$ cat config.mk
export PLATFORM = sky130hd
export DESIGN_NAME = rca_mul
export DESIGN_NICKNAME = d
export VERILOG_FILES = /design/src/sv/rca_pkg.sv /design/src/sv/rca_mul.sv
export SDC_FILE = /design/constraint.sdc
export NUM_CORES = 2
export LEC_CHECK = 0
export ABC_CLOCK_PERIOD_IN_PS = 11310
export BUFFER_PORTS_ARGS = -buffer_cell sky130_fd_sc_hd__buf_2
export CORE_MARGIN = 5
export CORE_UTILIZATION = 40
export CTS_CLUSTER_DIAMETER = 40
export DETAILED_ROUTE_END_ITERATION = 6
export PLACE_DENSITY = 0.56
export RECOVER_POWER = 50
export SETUP_SLACK_MARGIN = 0.15
export SLEW_MARGIN = 20
export SYNTH_ARGS = -nofsm -noshare
export SYNTH_HDL_FRONTEND = slang
export SYNTH_SLANG_ARGS = --single-unit
$ cat constraint.sdc
create_clock -name clk_i -period 11.31 [get_ports clk_i]
set_input_delay 1.131 -clock clk_i [delete_from_list [all_inputs] [get_ports clk_i]]
set_output_delay 1.131 -clock clk_i [all_outputs]
set_load 0.02 [all_outputs]
$ cat src/sv/rca_pkg.sv
// Route cost accumulator: shared types, constants and helper functions.
// Used by every module of the block; no dependencies of its own.
package rca_pkg;

  // Field and datapath widths
  localparam int LAT_W   = 30;
  localparam int LON_W   = 31;
  localparam int SCORE_W = 16;
  localparam int CFG_W   = 16;
  localparam int LEG_W   = 9;
  localparam int COST_W  = 48;
  localparam int ANG_W   = 34;  // CORDIC x, y, z (Q30 plus headroom)
  localparam int MUL_W   = 33;  // shared multiplier operand
  localparam int PROD_W  = 66;  // shared multiplier product
  localparam int DEG_W   = 30;  // reduced angle in degrees Q22
  localparam int DIF_W   = 33;  // coordinate difference
  localparam int SQ_W    = 61;  // square root radicand
  localparam int ROOT_W  = 31;
  localparam int ITER_IW = 6;   // CORDIC iteration index

  localparam int MAX_LEGS_DEF    = 256;
  localparam int CORDIC_ITER_DEF = 24;

  // Fixed-point constants
  localparam logic signed [ANG_W-1:0] ONE_Q30  = 34'sd1073741824;
  localparam logic signed [ANG_W-1:0] GAIN_Q30 = 34'sd652032874;
  localparam logic signed [ANG_W-1:0] ARC_MAX  = 34'sd1686629713;
  localparam logic signed [DIF_W-1:0] DEG90    = 33'sd377487360;
  localparam logic signed [DIF_W-1:0] DEG180   = 33'sd754974720;
  localparam logic signed [DIF_W-1:0] DEG360   = 33'sd1509949440;
  // pi/180 * 2^40 split as K_HI * 2^18 + K_LO
  localparam logic [17:0] K_LO = 18'd108693;
  localparam logic [17:0] K_HI = 18'd73204;
  localparam int K_SPLIT = 18;

  // Configuration register indexes
  localparam logic [1:0] REG_URGENCY_WEIGHT = 2'd0;
  localparam logic [1:0] REG_ANOMALY_WEIGHT = 2'd1;
  localparam logic [1:0] REG_EARTH_RADIUS   = 2'd2;
  localparam logic [1:0] REG_LEG_TOTAL      = 2'd3;

  localparam logic [CFG_W-1:0] URG_W_RST  = 16'd640;
  localparam logic [CFG_W-1:0] ANO_W_RST  = 16'd384;
  localparam logic [CFG_W-1:0] RADIUS_RST = 16'd6371;
  localparam logic [LEG_W-1:0] LEGS_RST   = 9'd1;

  typedef enum logic [4:0] {
    ST_IDLE, ST_ANG, ST_RAD_LO, ST_RAD_HI, ST_RAD_ACC, ST_ROT,
    ST_MUL, ST_MUL_WB, ST_SQY_GO, ST_SQY, ST_SQX_GO, ST_SQX,
    ST_ARC_GO, ST_ARC, ST_ACC, ST_ACC2, ST_DONE
  } state_e;

  typedef enum logic [3:0] {
    OP_S1SQ, OP_S2SQ, OP_C12, OP_T2C, OP_DIST,
    OP_PU0, OP_PU1, OP_PA0, OP_PA1
  } op_e;

  typedef enum logic {
    CM_ROTATE, CM_VECTOR
  } cmode_e;

  typedef struct packed {
    logic   start;
    cmode_e mode;
  } cor_ctrl_t;

  // Arctangent step for CORDIC iteration i, radians Q30
  function automatic logic signed [ANG_W-1:0] arc_step(input logic [ITER_IW-1:0] i);
    logic signed [ANG_W-1:0] r;
    unique case (i)
      6'd0: r = 34'sd843314857;
      6'd1: r = 34'sd497837829;
      6'd2: r = 34'sd263043837;
      6'd3: r = 34'sd133525159;
      6'd4: r = 34'sd67021687;
      6'd5: r = 34'sd33543516;
      6'd6: r = 34'sd16775851;
      6'd7: r = 34'sd8388437;
      6'd8: r = 34'sd4194283;
      6'd9: r = 34'sd2097149;
      default: begin
        if (i <= 6'd30) r = ANG_W'(1) << (6'd30 - i);
        else r = '0;
      end
    endcase
    return r;
  endfunction

  // Saturating 48 bit add; top bit of the result flags saturation
  function automatic logic [COST_W:0] sat_add(input logic [COST_W-1:0] acc,
                                              input logic [COST_W-1:0] v);
    logic [COST_W:0] s;
    s = {1'b0, acc} + {1'b0, v};
    if (s[COST_W]) s = {1'b1, {COST_W{1'b1}}};
    return s;
  endfunction

endpackage

$ cat src/sv/rca_mul.sv
// Route cost accumulator: shared signed multiplier with registered product.
// Depends on rca_pkg for widths.
module rca_mul (
  input  logic                              clk_i,
  input  logic signed [rca_pkg::MUL_W-1:0]  a_i,
  input  logic signed [rca_pkg::MUL_W-1:0]  b_i,
  output logic signed [rca_pkg::PROD_W-1:0] p_o
);

  logic signed [rca_pkg::PROD_W-1:0] p_q;

  // One product per cycle, registered and ready in the cycle after its operands
  always_ff @(posedge clk_i) begin
    p_q <= rca_pkg::PROD_W'(a_i) * rca_pkg::PROD_W'(b_i);
  end

  assign p_o = p_q;

endmodule

==> out/results.tsv <==
stage	metric	value	unit
routing	postRouteAntennaNets	0	
routing	drtIter0Drc	1473	
global_routing	grt_overflow	0	
logic_synthesis	synthCells	4338	
logic_synthesis	synth_area	40730	um2
final_layout	final_common_cell	fa_1	
worst_setup_path	cp-endpoint	p_o[64]	
logic_synthesis	synthArstFlopShare	0	%
status	status	finished with violations	
logic_synthesis	ys_ff_latch	66	
clock_network	ctsHoldBuffers	0	
timing	fmax	103.2	MHz
logic_synthesis	avgSynthCellArea	9.390	um2
timing	fin_tns_setup	0	ns
logic_synthesis	syn-num-nets	5767	
logic_synthesis	ys.flop_type	dfxtp_1	
worst_setup_path	crit_path_end_kind	flip-flop	
routing	via_per_inst	4.956	
worst_setup_path	cp.required	11.59	ns
routing	route.detailed.drc	6	
final_layout	fin_nets	5719	
timing	post-route-period-util	85.64	%
timing	finalSetupViolCount	0	
global_routing	grtUsageTotal	22.62	%
routing	wirelength	116600	um
placed_design	dp_hpwl	94720	um
worst_setup_path	crit_start	b_i[9]	
die	die_area	108300	um2
clock_network	clk_pin_slew_worst_paths	0.06	ns
placed_design	port-buffer-count	132	
logic_synthesis	synthDistinctLibCells	80	
worst_setup_path	worstSetupStartpointType	primary input	
final_layout	post-route-util	42.11	%
logic_synthesis	seq_area_frac_synth	3.244	%
clock_network	cts_tree	done	
timing	whs	1.439	ns
final_layout	largest_register_ffs	66	
timing	period_needed	9.686	ns
worst_setup_path	cpMaxStageDelayCell	fa_1	
timing	slew_headroom	13.60	%
final_layout	drive_above_1_share	3.492	%
clock_network	clock-root-buffer	clkbuf_16	
timing	final_hold_viol_count	0	
clock_network	cts_sinks	66	
clock_network	post-cts-setup-buffers	0	
worst_setup_path	path_class	primary input to flip-flop	
final_layout	stdcell_count	5672	
clock_network	numCtsBuffers	9	
die	core_area	101400	um2
global_routing	grt_pass1_vias	31315	
status	violations	design-rule violations	
global_routing	grt_max_degree	34	
die	start_util	40.15	%
die	std_cell_rows	117	
global_routing	antenna_found_initial	8	
clock_network	post_cts_resized	0	
global_routing	grt_pass1_wl	186500	um
clock_network	h-tree-depth	3	
timing	slew_viol_final	0	
final_layout	area_growth	4.875	%
timing	rsz0062_at_grt	no	
final_layout	final_cell_mix	1145 x fa_1, 1131 x inv_1, 562 x and2_1	
placed_design	dpl.cell_count	5647	
worst_setup_path	path_cells	buf_2 -> nand2_1 -> fa_1 -> fa_1 -> fa_1 -> inv_1 -> fa_1 -> fa_1 -> fa_1 -> fa_1 -> inv_1 -> fa_1 -> inv_1 -> ha_1 -> nand4_1 -> nor3_1 -> o311ai_4 -> nand3_2 -> a211oi_1 -> a311oi_1	
clock_network	clock_path_buffers	2	
worst_setup_path	cp_max_fo	33	
logic_synthesis	synth_edf_count	0	
logic_synthesis	yosysWarnings	0	
die	fp.dieW	329.1	um
routing	drt_pass1_iterations	7	
timing	worst_pin_slew	1.296	ns
worst_setup_path	arrival	9.97	ns
die	boundaryPins	133	
routing	via_count	28113	
routing	post_drt_wl_per_cell	20.55	um
placed_design	place_congestion	0.8823	
worst_hold_path	min-delay-path-class	primary input to flip-flop	
worst_setup_path	cp_common_cell	fa_1	
worst_setup_path	slowest_delay	1.17	ns
die	fp.dieH	329.1	um
flow_run	maxCapViolCount	0	
[routing by layer]
layer,track usage (%),wire [um]
met4,7.470,4395
met3,3.454,7046
met2,38.38,57350
met1,29.94,47750
met5,0,32
[final cells by class]
| type | instances | area [um2] |
|---|---|---|
| well taps | 1368 | 1712 |
| multi-input cells | 2920 | 34320 |
| repair buffers | 162 | 803.3 |
| clock inverters | 7 | 70.07 |
| clock buffers | 9 | 225.2 |
| flip-flops and latches | 66 | 1321 |
| inverters | 1131 | 4245 |
| diodes | 9 | 22.52 |
| fillers | 10088 | 58730 |
[cell usage after synthesis, drive strengths merged, types with 25 or more instances]
master | instances | area (um2)
fa | 1145 | 22920
inv | 1131 | 4245
and2 | 563 | 3525
nand2 | 551 | 2068
ha | 217 | 2715
clkbuf | 208 | 780.8
nor2 | 68 | 255.2
dfxtp | 66 | 1321
a21oi | 61 | 327.8
xnor2 | 43 | 376.6
a21o | 38 | 287.8
o21ai | 33 | 172.7
nand3 | 26 | 135.1
xor2 | 25 | 219.0
[worst min path at each step]
stage	startpoint	end	slack, ns	depth (start not counted)
final	b_i[0]	p_o[0]	1.44	3
after global routing	b_i[0]	p_o[0]	1.45	3
after CTS	b_i[0]	p_o[0]	1.40	3
after detailed placement	p_o[23]	p_o[23]	1.55	1
after global placement	p_o[22]	p_o[22]	1.55	1
after floorplan	a_i[0]	p_o[0]	1.26	1
[per-stage QoR]
stage	worst slack (ns)	area, um2
detailed placement	1.317	42480
CTS	1.710	42780
floorplan	2.943	40730
global placement	1.293	42480
finish	1.624	42720
global route	1.338	42700
[critical path, delay by kind of cell]
family,cells,cell delay [ns]
AO/OA/AOI/OAI,3,0.86
buffers and inverters,4,0.89
adder cells (fa/ha/maj),9,5.39
AND/OR/NAND/NOR,4,1.69
[logic make-up after synthesis]
family	Yosys count	synth area share, %
AO/OA/AOI/OAI	219	4.067
XOR/XNOR	68	1.462
adder cells (fa/ha/maj)	1362	62.94
buffers and inverters	1352	12.51
flip-flops	66	3.244
AND/OR/NAND/NOR	1271	15.78
Power is not shown: default switching activity piles up to over one toggle a cycle in this logic, so the estimate is an artifact.
