### config.mk
export PLATFORM = sky130hd
export DESIGN_NAME = rca_isqrt
export DESIGN_NICKNAME = d
export VERILOG_FILES = /design/src/sv/rca_pkg.sv /design/src/sv/rca_isqrt.sv
export SDC_FILE = /design/constraint.sdc
export NUM_CORES = 1
export LEC_CHECK = 0
export BUFFER_PORTS_ARGS = -buffer_cell sky130_fd_sc_hd__clkbuf_2
export CAP_MARGIN = 40
export CORE_MARGIN = 1
export CORE_UTILIZATION = 54
export DETAILED_ROUTE_END_ITERATION = 10
export GPL_ROUTABILITY_DRIVEN = 0
export PLACE_DENSITY = 0.74
export SLEW_MARGIN = 10
export SYNTH_ARGS = -nofsm -noshare
export SYNTH_HDL_FRONTEND = slang
export SYNTH_SLANG_ARGS = --single-unit
### constraint.sdc
create_clock -name clk_i -period 6.95 [get_ports clk_i]
set_clock_uncertainty 0.15 [all_clocks]
set_input_delay 0.3475 -clock clk_i [delete_from_list [all_inputs] [get_ports clk_i]]
set_output_delay 0.3475 -clock clk_i [all_outputs]
set_load 0.01 [all_outputs]
### src/sv/rca_pkg.sv
// Route cost accumulator: shared types, constants and helper functions.
// Used by every module of the block; no dependencies of its own.
package rca_pkg;

  // Field and datapath widths
  localparam int LAT_W   = 30;
  localparam int LON_W   = 31;
  localparam int SCORE_W = 16;
  localparam int CFG_W   = 16;
  localparam int LEG_W   = 9;
  localparam int COST_W  = 48;
  localparam int ANG_W   = 34;  // CORDIC x, y, z (Q30 plus headroom)
  localparam int MUL_W   = 33;  // shared multiplier operand
  localparam int PROD_W  = 66;  // shared multiplier product
  localparam int DEG_W   = 30;  // reduced angle in degrees Q22
  localparam int DIF_W   = 33;  // coordinate difference
  localparam int SQ_W    = 61;  // square root radicand
  localparam int ROOT_W  = 31;
  localparam int ITER_IW = 6;   // CORDIC iteration index

  localparam int MAX_LEGS_DEF    = 256;
  localparam int CORDIC_ITER_DEF = 24;

  // Fixed-point constants
  localparam logic signed [ANG_W-1:0] ONE_Q30  = 34'sd1073741824;
  localparam logic signed [ANG_W-1:0] GAIN_Q30 = 34'sd652032874;
  localparam logic signed [ANG_W-1:0] ARC_MAX  = 34'sd1686629713;
  localparam logic signed [DIF_W-1:0] DEG90    = 33'sd377487360;
  localparam logic signed [DIF_W-1:0] DEG180   = 33'sd754974720;
  localparam logic signed [DIF_W-1:0] DEG360   = 33'sd1509949440;
  // pi/180 * 2^40 split as K_HI * 2^18 + K_LO
  localparam logic [17:0] K_LO = 18'd108693;
  localparam logic [17:0] K_HI = 18'd73204;
  localparam int K_SPLIT = 18;

  // Configuration register indexes
  localparam logic [1:0] REG_URGENCY_WEIGHT = 2'd0;
  localparam logic [1:0] REG_ANOMALY_WEIGHT = 2'd1;
  localparam logic [1:0] REG_EARTH_RADIUS   = 2'd2;
  localparam logic [1:0] REG_LEG_TOTAL      = 2'd3;

  localparam logic [CFG_W-1:0] URG_W_RST  = 16'd640;
  localparam logic [CFG_W-1:0] ANO_W_RST  = 16'd384;
  localparam logic [CFG_W-1:0] RADIUS_RST = 16'd6371;
  localparam logic [LEG_W-1:0] LEGS_RST   = 9'd1;

  typedef enum logic [4:0] {
    ST_IDLE, ST_ANG, ST_RAD_LO, ST_RAD_HI, ST_RAD_ACC, ST_ROT,
    ST_MUL, ST_MUL_WB, ST_SQY_GO, ST_SQY, ST_SQX_GO, ST_SQX,
    ST_ARC_GO, ST_ARC, ST_ACC, ST_ACC2, ST_DONE
  } state_e;

  typedef enum logic [3:0] {
    OP_S1SQ, OP_S2SQ, OP_C12, OP_T2C, OP_DIST,
    OP_PU0, OP_PU1, OP_PA0, OP_PA1
  } op_e;

  typedef enum logic {
    CM_ROTATE, CM_VECTOR
  } cmode_e;

  typedef struct packed {
    logic   start;
    cmode_e mode;
  } cor_ctrl_t;

  // Arctangent step for CORDIC iteration i, radians Q30
  function automatic logic signed [ANG_W-1:0] arc_step(input logic [ITER_IW-1:0] i);
    logic signed [ANG_W-1:0] r;
    unique case (i)
      6'd0: r = 34'sd843314857;
      6'd1: r = 34'sd497837829;
      6'd2: r = 34'sd263043837;
      6'd3: r = 34'sd133525159;
      6'd4: r = 34'sd67021687;
      6'd5: r = 34'sd33543516;
      6'd6: r = 34'sd16775851;
      6'd7: r = 34'sd8388437;
      6'd8: r = 34'sd4194283;
      6'd9: r = 34'sd2097149;
      default: begin
        if (i <= 6'd30) r = ANG_W'(1) << (6'd30 - i);
        else r = '0;
      end
    endcase
    return r;
  endfunction

  // Saturating 48 bit add; top bit of the result flags saturation
  function automatic logic [COST_W:0] sat_add(input logic [COST_W-1:0] acc,
                                              input logic [COST_W-1:0] v);
    logic [COST_W:0] s;
    s = {1'b0, acc} + {1'b0, v};
    if (s[COST_W]) s = {1'b1, {COST_W{1'b1}}};
    return s;
  endfunction

endpackage

### src/sv/rca_isqrt.sv
// Route cost accumulator: bit-serial integer square root, one digit per cycle.
// Depends on rca_pkg for widths.
module rca_isqrt (
  input  logic                         clk_i,
  input  logic                         rst_ni,
  input  logic                         start_i,
  input  logic [rca_pkg::SQ_W-1:0]     v_i,
  output logic                         done_o,
  output logic [rca_pkg::ROOT_W-1:0]   root_o
);

  logic [rca_pkg::SQ_W-1:0] v_q, r_q, bit_q, rb;
  logic busy_q, done_q;

  assign rb = r_q + bit_q;

  // Control
  always_ff @(posedge clk_i or negedge rst_ni) begin
    if (!rst_ni) begin
      busy_q <= 1'b0;
      done_q <= 1'b0;
    end else begin
      done_q <= 1'b0;
      if (start_i) begin
        busy_q <= 1'b1;
      end else if (busy_q && bit_q[0]) begin
        busy_q <= 1'b0;
        done_q <= 1'b1;
      end
    end
  end

  // Restoring digit step
  always_ff @(posedge clk_i) begin
    if (start_i) begin
      v_q   <= v_i;
      r_q   <= '0;
      bit_q <= rca_pkg::SQ_W'(1) << (rca_pkg::SQ_W - 1);
    end else if (busy_q) begin
      if (v_q >= rb) begin
        v_q <= v_q - rb;
        r_q <= (r_q >> 1) + bit_q;
      end else begin
        r_q <= r_q >> 1;
      end
      bit_q <= bit_q >> 2;
    end
  end

  assign done_o = done_q;
  assign root_o = r_q[rca_pkg::ROOT_W-1:0];

endmodule

==> impl_metrics.yaml <==
timing:
  max_slew_margin_pct: 45.5
  finalSetupViolCount: 0
  rsz0062_at_grt: "false"
  setup_tns_ps: 0
  slew_viol_final: 0
  period_share_pct: 93.5
  worst_hold_slack_ps: 24.0
  tightest_slew_ps: 813
  fmax_mhz: 154
  timing.final.ws_setup_ps: 450
  hold_viol_final: 0
  min_period_ps: 6500
setup_path:
  reg2reg_from: "r_q[12]"
  worstSetupStartpoint: "r_q[12]"
  arrival_ps: 6490
  crit_path_top_delay_cell: "nor4_1"
  crit_chain: "ha_1, nand4_1, nor3_1, a211oi_1, o21a_1, o31ai_1, a31oi_1, o21ai_0, a21oi_1, nor2b_1, xnor2_1, ha_1, nand2_1, nor4_1, nand3b_1, nor4_1, a31oi_1, o311a_4, nand2b_1, nand2_2, buf_12"
  crit_type: "reg2reg"
  crit_path_max_incr_delay_ps: 540
  worst_ep_required_time_ps: 6940
  crit_path_end_kind: "flip-flop"
  cp_max_fo: 27
  reg2regPathDepth: 21
  startpoint_type: "flip-flop"
floorplanning:
  die_area_sq_um: 28300
  io_pins: 96
  initial_core_util_pct: 55.2
  design.core.area_sq_um: 27000
  fp.dieH_um: 168
  rows: 60
  die_w_um: 168
detailed_routing:
  num_vias: 14400
  wirelength_um: 41700
  firstDrtPassIters: 6
  drt_iter0_markers: 1190
  vias_per_cell: 6.41
  drc: 0
  ant_nets: 0
  wl_per_cell_um: 18.6
cells_and_area:
  fillCellCount: 2502
  fin_util_pct: 58.7
  regArea_sq_um: 3730
  mostFrequentLayoutCell: "nand2_1"
  synthToLayoutAreaGrowth_pct: 6.39
  multi_input_area_sq_um: 10300
  drive_above_1_share_pct: 9.22
  final_cell_mix: "195 x nand2_1, 189 x nor2_1, 166 x o21ai_0, 123 x ha_1, 120 x a21oi_1"
  final_cell_area_sq_um: 15900
  finalNetCount: 2074
  diodes: 0
synthesis:
  yosys_register_bits: 155
  synth_mux_area_share_pct: 3.39
  yosysTopAreaCellShare_pct: 12.4
  synthDistinctLibCells: 83
  synth_xor_area_share_pct: 8.05
  synth_compound_area_share_pct: 27.5
  synth_adder_area_share_pct: 10.5
  synth-edff-count: 61
  seq_area_frac_synth_pct: 25.0
  postSynthAreaPerCell_sq_um: 7.81
  synth_top_area_cell: "dfxtp_1"
  syn_inst: 1910
  synth_area_leaders: "dfxtp_1 12%, edfxtp_1 12%, ha_1 10%"
  yosysWarnings: 0
  synth_top_flop_cell: "dfxtp_1"
  synth_top_family_by_area: "compound AO/OA/AOI/OAI gates"
  synth.cell_area_sq_um: 14900
  syn_nets: 2098
  async_flop_share_pct: 1.29
  synth-simple-area-share_pct: 19.8
worst_hold_path:
  hp-start: "v_i[19]"
  min_path_type: "in2reg"
  holdPathStages: 3
global_routing:
  grt_busiest_layer: "met2"
  grt_max_degree: 117
  antenna_found_initial: 0
  grt_usage_pct: 29.6
  use_met1_pct: 36.4
  grt_first_pass_wirelength_um: 68000
  grt_pass1_vias: 13500
  grt.met2_usage_pct: 50.4
  gr-total-overflow: 0
  met3_usage_pct: 5.05
place:
  numPortBuffers: 95
  dp_hpwl_um: 31400
  dp_slack_ps: 621
  placed_area_sq_um: 15200
cts:
  cts.sinks: 155
  cts_buffer_depth: 2
  ctsRootBufferMaster: "clkbuf_16"
  ctsHtreeMaxLevel: 4
  clk_latency_ps: 450
  post_cts.repair.setup_buffers: 0
  numCtsBuffers: 17
  clkTransAtPathRegs_ps: 70
  post_cts_resized: 0
  cts_tree: "yes"
flow_run:
  drv_cap: 0
power_and_ir_drop:
  peakVddDrop_v: 0.000320
  powerDensity_nw_per_um2: 369
  p_leak_nw: 6.37
run_status:
  outcome: "finished clean"
[worst paths after layout]
path	to	slack, ps
setup / recovery	v_q[44]	450
hold / removal	v_q[19]	20
setup reg to reg	v_q[44]	450
hold reg to reg	r_q[0]	380
max in group asynchronous	busy_q	6460
min in group asynchronous	done_o	70
[layout make-up]
type / count / area share [%]
Sequential cell: 155 / 23.5
Clock buffer: 22 / 3.33
Multi-Input combinational cell: 1567 / 65.1
Tap cell: 341 / 2.69
Timing Repair Buffer: 104 / 3.84
Clock inverter: 10 / 0.576
Inverter: 41 / 0.970
[stage by stage]
| step | total power, mW | cells |
|---|---|---|
| 4_1_cts | 5.79 | 2240 |
| 5_1_grt | 6.25 | 2240 |
| 3_5_place_dp | 4.78 | 2207 |
| 6_report | 5.85 | 2240 |
| 3_3_place_gp | 4.72 | 2206 |
| 2_1_floorplan | 4.09 | 1910 |
[metal layers]
layer	wire length, um	part of all wire (%)
met2	19800	47
met3	2860	6.8
met4	1710	4.1
met1	17400	42
met5	0	0
[logic make-up after synthesis]
| group | count (synthesis) |
|---|---|
| compound gates | 625 |
| xor+xnor | 137 |
| fa+ha+maj | 124 |
| buf+inv | 188 |
| flops | 155 |
| mux | 50 |
| simple gates | 631 |
[critical path: cells and delay by family (launching register included)]
kind / cells / cell delay (ps)
AND/OR/NAND/NOR: 9 / 2630
AO/OA/AOI/OAI: 8 / 1800
adder cells (fa/ha/maj): 2 / 840
flip-flops: 1 / 400
buffers and inverters: 1 / 250
XOR/XNOR: 1 / 100
[sequential cells by signal (all words and copies together) (netlist names)]
signal / flops
v_q: 61
bit_q: 31
busy_q: 1
done_o: 1
r_q: 61
[synth_stat cells (15+ instances only)]
| library cell | instances |
|---|---|
| nand2_1 | 196 |
| nor2_1 | 189 |
| o21ai_0 | 166 |
| ha_1 | 123 |
| a21oi_1 | 120 |
| clkbuf_1 | 95 |
| dfxtp_1 | 92 |
| xnor2_1 | 71 |
| xor2_1 | 66 |
| edfxtp_1 | 61 |
| a31oi_1 | 59 |
| nand4_1 | 54 |
| a21o_1 | 47 |
| mux2i_1 | 46 |
| inv_1 | 40 |
| nand3_1 | 34 |
| nor3_1 | 34 |
| a211oi_1 | 33 |
| buf_4 | 32 |
| o21bai_1 | 32 |
| o21a_1 | 26 |
| nor2b_1 | 23 |
| and3_1 | 21 |
| a311oi_1 | 17 |
| or3_1 | 17 |
| nor4_1 | 15 |
| o31ai_1 | 15 |
[repair_timing]
action | CTS | global route
hold buffers | 1 | 0
endpoints found under the hold margin | 2 | 0
setup endpoints to repair | 0 | 0
[where the power goes]
part | switching [mW] | internal, mW
sequential | 0.134 | 1.28
combinational | 2.13 | 1.32
clock | 0.440 | 0.551
total | 2.70 | 3.15
Note: power is estimated with default switching activity, not from simulation.
